--- src/rtl/core/jesc_pkg.sv ---
// Package for the JSON escaper / UTF-8 sanitizer.
// Holds the run descriptor type, queue sizing and the byte constants.
`default_nettype none

package jesc_pkg;

  // Descriptor queue between front and back
  localparam int QDEPTH = 4;
  localparam int QAW    = $clog2(QDEPTH);

  // Most explicit bytes one item can carry ("\u00xx")
  localparam int MID_MAX = 6;

  // Output byte constants
  localparam logic [7:0] CH_BSLASH = 8'h5C;
  localparam logic [7:0] CH_QUOTE  = 8'h22;
  localparam logic [7:0] CH_U      = 8'h75;
  localparam logic [7:0] CH_ZERO   = 8'h30;
  localparam logic [7:0] CH_N      = 8'h6E;
  localparam logic [7:0] CH_R      = 8'h72;
  localparam logic [7:0] CH_F      = 8'h66;
  localparam logic [7:0] CH_T      = 8'h74;
  localparam logic [7:0] CH_B      = 8'h62;
  localparam logic [7:0] RPL_B0    = 8'hEF;
  localparam logic [7:0] RPL_B1    = 8'hBF;
  localparam logic [7:0] RPL_B2    = 8'hBD;

  // Control characters with a short escape
  localparam logic [7:0] C_BS = 8'h08;
  localparam logic [7:0] C_HT = 8'h09;
  localparam logic [7:0] C_LF = 8'h0A;
  localparam logic [7:0] C_FF = 8'h0C;
  localparam logic [7:0] C_CR = 8'h0D;

  // One item's output: replacement chars first, then explicit bytes
  typedef struct packed {
    logic [2:0]                 fffd_cnt;
    logic [2:0]                 mid_len;
    logic [MID_MAX-1:0][7:0]    mid;
    logic                       str_end;
  } jesc_desc_t;

  // Lowercase hex digit of a nibble
  function automatic logic [7:0] hex_digit(input logic [3:0] v);
    logic [7:0] d;
    if (v < 4'd10) begin
      d = 8'h30 + {4'd0, v};
    end else begin
      d = 8'h57 + {4'd0, v};
    end
    return d;
  endfunction

  // Byte of the U+FFFD encoding at a given phase
  function automatic logic [7:0] fffd_byte(input logic [1:0] ph);
    logic [7:0] d;
    case (ph)
      2'd0:    d = RPL_B0;
      2'd1:    d = RPL_B1;
      default: d = RPL_B2;
    endcase
    return d;
  endfunction

endpackage

`default_nettype wire

--- src/rtl/core/jesc_front.sv ---
// Front end: classifies each input byte, tracks the open UTF-8 sequence
// and builds one run descriptor. Depends on jesc_pkg.
`default_nettype none

module jesc_front
  import jesc_pkg::*;
(
  input  wire logic       clk,
  input  wire logic       rst,
  input  wire logic       accept,
  input  wire logic [7:0] in_byte,
  input  wire logic       string_end,
  output logic            desc_push,
  output jesc_desc_t      desc
);

  logic [2:0][7:0] hb;
  logic [2:0][7:0] hb_next;
  logic [1:0]      cnt;
  logic [1:0]      cnt_next;
  logic [2:0]      seqlen;
  logic [2:0]      seqlen_next;

  logic       is_cont;
  logic       fresh;
  logic       bad;
  logic [1:0] pre;
  logic [1:0] post;
  logic [7:0] letter;

  // Classify the byte and build the descriptor
  always_comb begin
    desc        = '0;
    hb_next     = hb;
    cnt_next    = cnt;
    seqlen_next = seqlen;
    fresh       = 1'b0;
    bad         = 1'b0;
    pre         = 2'd0;
    post        = 2'd0;
    letter      = 8'h00;
    is_cont     = (in_byte[7:6] == 2'b10);

    if (cnt != 2'd0 && is_cont) begin
      if ({1'b0, cnt} + 3'd1 >= seqlen) begin
        // sequence complete: release held bytes and this one
        for (int i = 0; i < 3; i++) begin
          if (2'(i) < cnt) desc.mid[i] = hb[i];
        end
        for (int i = 0; i < 4; i++) begin
          if (3'(i) == {1'b0, cnt}) desc.mid[i] = in_byte;
        end
        desc.mid_len = {1'b0, cnt} + 3'd1;
        cnt_next     = 2'd0;
        seqlen_next  = 3'd0;
      end else begin
        for (int i = 0; i < 3; i++) begin
          if (2'(i) == cnt) hb_next[i] = in_byte;
        end
        cnt_next = cnt + 2'd1;
      end
    end else begin
      // no open sequence, or a broken one: one replacement per held byte
      pre         = cnt;
      cnt_next    = 2'd0;
      seqlen_next = 3'd0;
      fresh       = 1'b1;
    end

    if (fresh) begin
      if (in_byte < 8'h20) begin
        unique case (in_byte)
          C_LF:    letter = CH_N;
          C_CR:    letter = CH_R;
          C_FF:    letter = CH_F;
          C_HT:    letter = CH_T;
          C_BS:    letter = CH_B;
          default: letter = 8'h00;
        endcase
        desc.mid[0] = CH_BSLASH;
        if (letter != 8'h00) begin
          desc.mid[1]  = letter;
          desc.mid_len = 3'd2;
        end else begin
          desc.mid[1]  = CH_U;
          desc.mid[2]  = CH_ZERO;
          desc.mid[3]  = CH_ZERO;
          desc.mid[4]  = hex_digit(in_byte[7:4]);
          desc.mid[5]  = hex_digit(in_byte[3:0]);
          desc.mid_len = 3'd6;
        end
      end else if (in_byte == CH_BSLASH || in_byte == CH_QUOTE) begin
        desc.mid[0]  = CH_BSLASH;
        desc.mid[1]  = in_byte;
        desc.mid_len = 3'd2;
      end else if (in_byte < 8'h80) begin
        desc.mid[0]  = in_byte;
        desc.mid_len = 3'd1;
      end else if (in_byte[7:5] == 3'b110) begin
        hb_next[0]  = in_byte;
        cnt_next    = 2'd1;
        seqlen_next = 3'd2;
      end else if (in_byte[7:4] == 4'b1110) begin
        hb_next[0]  = in_byte;
        cnt_next    = 2'd1;
        seqlen_next = 3'd3;
      end else if (in_byte[7:3] == 5'b11110) begin
        hb_next[0]  = in_byte;
        cnt_next    = 2'd1;
        seqlen_next = 3'd4;
      end else begin
        bad = 1'b1;
      end
    end

    // string cut short: one replacement per byte still held
    if (string_end && cnt_next != 2'd0) begin
      post        = cnt_next;
      cnt_next    = 2'd0;
      seqlen_next = 3'd0;
    end

    desc.fffd_cnt = {1'b0, pre} + {1'b0, post} + {2'd0, bad};
    desc.str_end  = string_end;
    desc_push     = accept && (desc.fffd_cnt != 3'd0 || desc.mid_len != 3'd0);
  end

  // Advance sequence state on each accepted byte
  always_ff @(posedge clk) begin
    if (rst) begin
      cnt    <= 2'd0;
      seqlen <= 3'd0;
    end else if (accept) begin
      cnt    <= cnt_next;
      seqlen <= seqlen_next;
    end
  end

  // Held bytes carry no reset
  always_ff @(posedge clk) begin
    if (accept) begin
      hb <= hb_next;
    end
  end

endmodule

`default_nettype wire

--- src/rtl/core/jesc_queue.sv ---
// Short descriptor queue that decouples front and back.
// Depends on jesc_pkg for the descriptor type and depth.
`default_nettype none

module jesc_queue
  import jesc_pkg::*;
(
  input  wire logic       clk,
  input  wire logic       rst,
  input  wire logic       wr_en,
  input  jesc_desc_t      wr_desc,
  input  wire logic       rd_en,
  output jesc_desc_t      rd_desc,
  output logic            q_full,
  output logic            q_empty
);

  jesc_desc_t   slots [QDEPTH];
  logic [QAW-1:0] wr_ptr;
  logic [QAW-1:0] rd_ptr;
  logic [QAW:0]   count;

  assign q_full  = (count == (QAW+1)'(QDEPTH));
  assign q_empty = (count == '0);
  assign rd_desc = slots[rd_ptr];

  // Advance pointers and occupancy
  always_ff @(posedge clk) begin
    if (rst) begin
      wr_ptr <= '0;
      rd_ptr <= '0;
      count  <= '0;
    end else begin
      if (wr_en) wr_ptr <= wr_ptr + QAW'(1);
      if (rd_en) rd_ptr <= rd_ptr + QAW'(1);
      if (wr_en && !rd_en) begin
        count <= count + (QAW+1)'(1);
      end else if (rd_en && !wr_en) begin
        count <= count - (QAW+1)'(1);
      end
    end
  end

  // Store descriptors
  always_ff @(posedge clk) begin
    if (wr_en) begin
      slots[wr_ptr] <= wr_desc;
    end
  end

endmodule

`default_nettype wire

--- src/rtl/core/jesc_back.sv ---
// Back end: expands the head descriptor into output beats, one per cycle while
// the result is free or popped, through a result register. Depends on jesc_pkg.
`default_nettype none

module jesc_back
  import jesc_pkg::*;
(
  input  wire logic       clk,
  input  wire logic       rst,
  input  wire logic       q_empty,
  input  jesc_desc_t      head,
  output logic            q_pop,
  input  wire logic       pop,
  output logic            empty,
  output logic [7:0]      out_byte,
  output logic            run_last,
  output logic            string_done
);

  logic       out_valid;
  logic [1:0] ph;
  logic [1:0] ph_next;
  logic [2:0] fdone;
  logic [2:0] fdone_next;
  logic [2:0] midx;
  logic [2:0] midx_next;

  logic       advance;
  logic       in_fffd;
  logic       last;
  logic [7:0] byte_cur;

  assign empty   = !out_valid;
  assign advance = !q_empty && (!out_valid || pop);

  // Pick the current byte of the run
  always_comb begin
    in_fffd    = (fdone != head.fffd_cnt);
    ph_next    = ph;
    fdone_next = fdone;
    midx_next  = midx;
    if (in_fffd) begin
      byte_cur = fffd_byte(ph);
      last     = (ph == 2'd2) && (fdone + 3'd1 == head.fffd_cnt) && (head.mid_len == 3'd0);
      if (ph == 2'd2) begin
        ph_next    = 2'd0;
        fdone_next = fdone + 3'd1;
      end else begin
        ph_next = ph + 2'd1;
      end
    end else begin
      byte_cur  = head.mid[midx];
      last      = (midx + 3'd1 == head.mid_len);
      midx_next = midx + 3'd1;
    end
    if (last) begin
      ph_next    = 2'd0;
      fdone_next = 3'd0;
      midx_next  = 3'd0;
    end
    q_pop = advance && last;
  end

  // Walk the run and hold the result until popped
  always_ff @(posedge clk) begin
    if (rst) begin
      out_valid <= 1'b0;
      ph        <= 2'd0;
      fdone     <= 3'd0;
      midx      <= 3'd0;
    end else if (advance) begin
      out_valid <= 1'b1;
      ph        <= ph_next;
      fdone     <= fdone_next;
      midx      <= midx_next;
    end else if (pop) begin
      out_valid <= 1'b0;
    end
  end

  // Result payload
  always_ff @(posedge clk) begin
    if (advance) begin
      out_byte    <= byte_cur;
      run_last    <= last;
      string_done <= last && head.str_end;
    end
  end

endmodule

`default_nettype wire

--- src/rtl/core/json_escape_utf8_sanitizer.sv ---
// Top level of the JSON string escaper with UTF-8 sanitizing.
// Depends on jesc_pkg, jesc_front, jesc_queue and jesc_back.
//
//   channel   handshake          beat payload
//   -------   ----------------   ---------------------------------
//   input     push / full        in_byte, string_end
//   result    pop / empty        out_byte, run_last, string_done
//
// An input byte is taken every cycle while the 4-entry run queue has room.
// The back end sends one result beat per cycle while the result is popped, so
// throughput is bounded by the output bytes that each item produces.
// The first result of a byte passes through the run queue, then the result register.
// rst is synchronous and clears sequence state, queue occupancy and result valid.
// A stalled pop holds the result; full rises once the queue fills behind it.
`default_nettype none

module json_escape_utf8_sanitizer
  import jesc_pkg::*;
(
  input  wire logic       clk,
  input  wire logic       rst,
  input  wire logic       push,
  output logic            full,
  input  wire logic [7:0] in_byte,
  input  wire logic       string_end,
  input  wire logic       pop,
  output logic            empty,
  output logic [7:0]      out_byte,
  output logic            run_last,
  output logic            string_done
);

  logic       accept;
  logic       desc_push;
  jesc_desc_t desc;
  jesc_desc_t head;
  logic       q_full;
  logic       q_empty;
  logic       q_pop;

  assign full   = q_full;
  assign accept = push && !q_full;

  jesc_front u_front (
    .clk        (clk),
    .rst        (rst),
    .accept     (accept),
    .in_byte    (in_byte),
    .string_end (string_end),
    .desc_push  (desc_push),
    .desc       (desc)
  );

  jesc_queue u_queue (
    .clk     (clk),
    .rst     (rst),
    .wr_en   (desc_push),
    .wr_desc (desc),
    .rd_en   (q_pop),
    .rd_desc (head),
    .q_full  (q_full),
    .q_empty (q_empty)
  );

  jesc_back u_back (
    .clk         (clk),
    .rst         (rst),
    .q_empty     (q_empty),
    .head        (head),
    .q_pop       (q_pop),
    .pop         (pop),
    .empty       (empty),
    .out_byte    (out_byte),
    .run_last    (run_last),
    .string_done (string_done)
  );

endmodule

`default_nettype wire

--- config.mk ---
export PLATFORM = sky130hd
export DESIGN_NAME = json_escape_utf8_sanitizer
export DESIGN_NICKNAME = d
export VERILOG_FILES = /design/src/rtl/core/jesc_pkg.sv /design/src/rtl/core/jesc_front.sv /design/src/rtl/core/jesc_queue.sv /design/src/rtl/core/jesc_back.sv /design/src/rtl/core/json_escape_utf8_sanitizer.sv
export SDC_FILE = /design/constraint.sdc
export NUM_CORES = 1
export LEC_CHECK = 0
export BUFFER_PORTS_ARGS = -buffer_cell sky130_fd_sc_hd__buf_2
export CAP_MARGIN = 40
export CORE_MARGIN = 2
export CORE_UTILIZATION = 47
export DETAILED_ROUTE_END_ITERATION = 8
export SETUP_SLACK_MARGIN = 0.2
export SLEW_MARGIN = 5
export SYNTH_ARGS = -nofsm -noshare
export SYNTH_HDL_FRONTEND = slang
export SYNTH_HIERARCHICAL = 1
export SYNTH_SLANG_ARGS = --single-unit
export TNS_END_PERCENT = 50
--- constraint.sdc ---
create_clock -name clk -period 6.5 [get_ports clk]
set_clock_uncertainty 0.15 [all_clocks]
set_input_delay 0.975 -clock clk [delete_from_list [all_inputs] [get_ports clk]]
set_output_delay 0.975 -clock clk [all_outputs]
set_load 0.01 [all_outputs]
==> impl_metrics.toml <==
[hold_path]
hold_class = "register to register"
min_from = "u_back/out_valid"

[cts]
cts_setup_buffers = 0
cts_tree = "built"
ctsResizeCount = 0
holdBufCountCts = 0
clkLatencyLatePin_ns = 0.53
clkTransAtPathRegs_ns = 0.06
numCtsBuffers = 29
cts_max_path_buffers = 3
clock-root-buffer = "clkbuf_16"
h-tree-depth = 1
clkSinkCount = 277

[outcome]
status = "finished, final reports clean"

[route]
vias = 6314
first_pass_iters = 5
wl_per_cell_um = 22.4
postRouteAntennaNets = 0
drc = 0
drt_wl_total_um = 24400
via_per_inst = 5.80
drt_iter0_drc = 517

[synthesis]
synth-edff-count = 254
synth_flop_cell = "edfxtp_1"
ys_ff_latch = 277
yosys_warnings = 6
synthAdderAreaFrac = 0.0267
muxShareOfSynthArea = 0.133
syn_area_um2 = 12100
synth.avg_cell_area_um2 = 17.0
synth_simple_gate_area_frac = 0.0644
synth-async-reset-ratio = 0
ys_seq_area_frac = 0.669
syn_inst = 711
synth-compound-area-share = 0.0619
synth_top_family_by_area = "multiplexers"
yosys.cell_types.count = 72
synth-xor-area-share = 0.0113

[layout]
drive_above_1_share = 0.218
area_growth_pct = 10.7
finalNonFillerCells = 1088
final_cell_mix = "254 x edfxtp_1, 58 x mux4_2, 43 x nor2_1, 29 x clkbuf_16, 27 x a21oi_1"
final_common_cell = "edfxtp_1"
nets = 772

[run]
maxCapViolCount = 0

[sta]
fmax_mhz = 199
grt_setup_unrepaired = "false"
hold_viol_final = 0
finalCritPeriodShare = 0.772
worst_slew_pin_slew_ns = 0.867
slew_headroom = 0.422
maxSlewViolCount = 0
setup_viol = 0
fin_tns_setup_ns = 0
fin_crit_ns = 5.02
fin_ws_ns = 1.48

[global_route]
grt_pass1_wl_um = 38500
overflow = 0
grt_max_degree = 56
grt_pass1_vias = 6594
grt_usage = 0.188
antenna_found_initial = 0

[worst_setup_path]
cp_data_arrival_time_ns = 5.33
timing.rr.start = "u_front/cnt[1]"
crit_path_end_kind = "register"
critical_path.startpoint_type = "register"
r2r_slack_ns = 1.48
startpoint = "u_front/cnt[1]"
crit_type = "register to register"
crit_required_ns = 6.81
crit_fanout = 18

[power_and_ir_drop]
power_frac_seq = 0.514
power_frac_comb = 0.107
power_switching_mw = 0.951
switching_share = 0.229
p_leak_nw = 4.41
ir_drop_mv = 0.172
powerDensity_nw_per_um2 = 310
p_total_mw = 4.15
power.internal_mw = 3.20
clockPowerShare = 0.380

[floorplan]
rows = 58
die_w_um = 164
coreArea_um2 = 25300
die_h_um = 164
pin_count = 25
dieArea_um2 = 27000
initial_core_util = 0.479

[placement]
hpwl_um = 15800
globalplace.congestion = 0.880
place_ws_ns = 1.30
dp.cells = 1034
io_buffers = 24
[synth_stat cells (all sizes together) (2+ instances only)]
master  count  area, um2
mux4       63       1440
ha         21        263
nand2      22       82.6
a211oi      2       15.0
and3        7       48.8
or4b        3       30.0
o21ai      18       90.1
a21o        4       30.0
buf        24        220
or2         5       31.3
nand3       4       20.0
or3         3       18.8
a31o        2       17.5
nand4b      3       26.3
a221o      11        110
a311oi      4       52.6
a221oi      2       17.5
nor2       43        161
a21oi      28        144
mux2       12        135
nor2b       8       57.6
a31oi       2       12.5
and2       11       68.8
mux2i       4       40.0
o21bai      2       15.0
fa          3       60.1
dfxtp      23        460
or3b        2       17.5
nand4       4       25.0
nand3b      6       45.0
nor3        6       30.0
clkbuf     23       87.6
nand2b      8       50.1
xnor2       7       61.3
a22oi       7       66.3
xor2        6       52.6
edfxtp    254       7630
a22o        6       52.6
o21a        2       15.0
inv        25       93.8
[layer usage]
metal | track usage | share of wire | up-vias
li1 | - | - | 2855
met1 | 0.269 | 0.45 | 3277
met2 | 0.313 | 0.49 | 150
met3 | 0.0249 | 0.044 | 32
met4 | 0.0407 | 0.015 | 0
met5 | 0 | 0 | -
[area by class of cell]
class | count | area, um2
clock buffer | 34 | 744
fill | 2057 | 11900
antenna | 1 | 2.50
multi-input combinational | 367 | 3630
timing repair buffer | 34 | 243
inverter | 26 | 97.6
tap | 330 | 413
sequential | 277 | 8090
clock inverter | 19 | 165
[logic make-up (layout without fill, tap and decap cells)]
| kind of cell | Yosys count | count (layout) |
|---|---|---|
| compound gates | 102 | 102 |
| flops | 277 | 277 |
| xor+xnor | 14 | 14 |
| fa+ha+maj | 24 | 24 |
| mux | 79 | 79 |
| buf+inv | 73 | 113 |
| other cells | 1 | 8 |
| simple gates | 141 | 141 |
[metrics by stage]
step                hold WS (ns)  utilization  cell area [um2]
floorplan                  0.314            -            12100
global placement           0.327        0.494            12500
detailed placement         0.341        0.494            12500
CTS                        0.348        0.530            13400
global route               0.389        0.530            13400
finish                     0.352        0.530            13400
[sequential cells by signal (all words and copies together), names as in the netlist, 2 cells and up, named ones only]
register / cells
u_back/fdone: 3
u_back/midx: 3
u_back/out_byte: 8
u_back/ph: 2
u_front/cnt: 2
u_front/hb: 24
u_front/seqlen: 3
u_queue/count: 3
u_queue/rd_ptr: 2
u_queue/slots: 220
u_queue/wr_ptr: 2
[critical path: stages (launching register included)]
cell      delay (ns)
dfxtp_1         0.45
ha_1            0.64
ha_1            0.41
a21o_1          0.21
a311oi_4        0.38
a21oi_1         0.13
nor2b_1         0.18
fa_1            0.20
inv_1           0.05
fa_1            0.36
inv_1           0.14
o41a_1          0.34
ha_1            0.24
inv_1           0.06
fa_1            0.37
xor2_1          0.17
or3_1           0.32
a21oi_1         0.14
[power groups by stage]
stage	registers (mW)	clock network (mW)	logic, mW
5_1_grt	2.14	1.68	0.489
2_1_floorplan	2.16	0	0.308
4_1_cts	2.13	1.61	0.450
6_report	2.13	1.57	0.443
3_3_place_gp	2.16	0	0.437
3_5_place_dp	2.17	0	0.448
[path summary, 6_finish.rpt]
| path | to | cells past startpoint |
|---|---|---|
| worst min register to register | u_back/out_valid | 2 |
| worst max register to register | u_queue/count[2] | 17 |
| worst max-delay path | u_queue/count[2] | 17 |
| worst min-delay path | u_back/out_valid | 2 |
No activity file was read; power rests on OpenSTA's default activity.
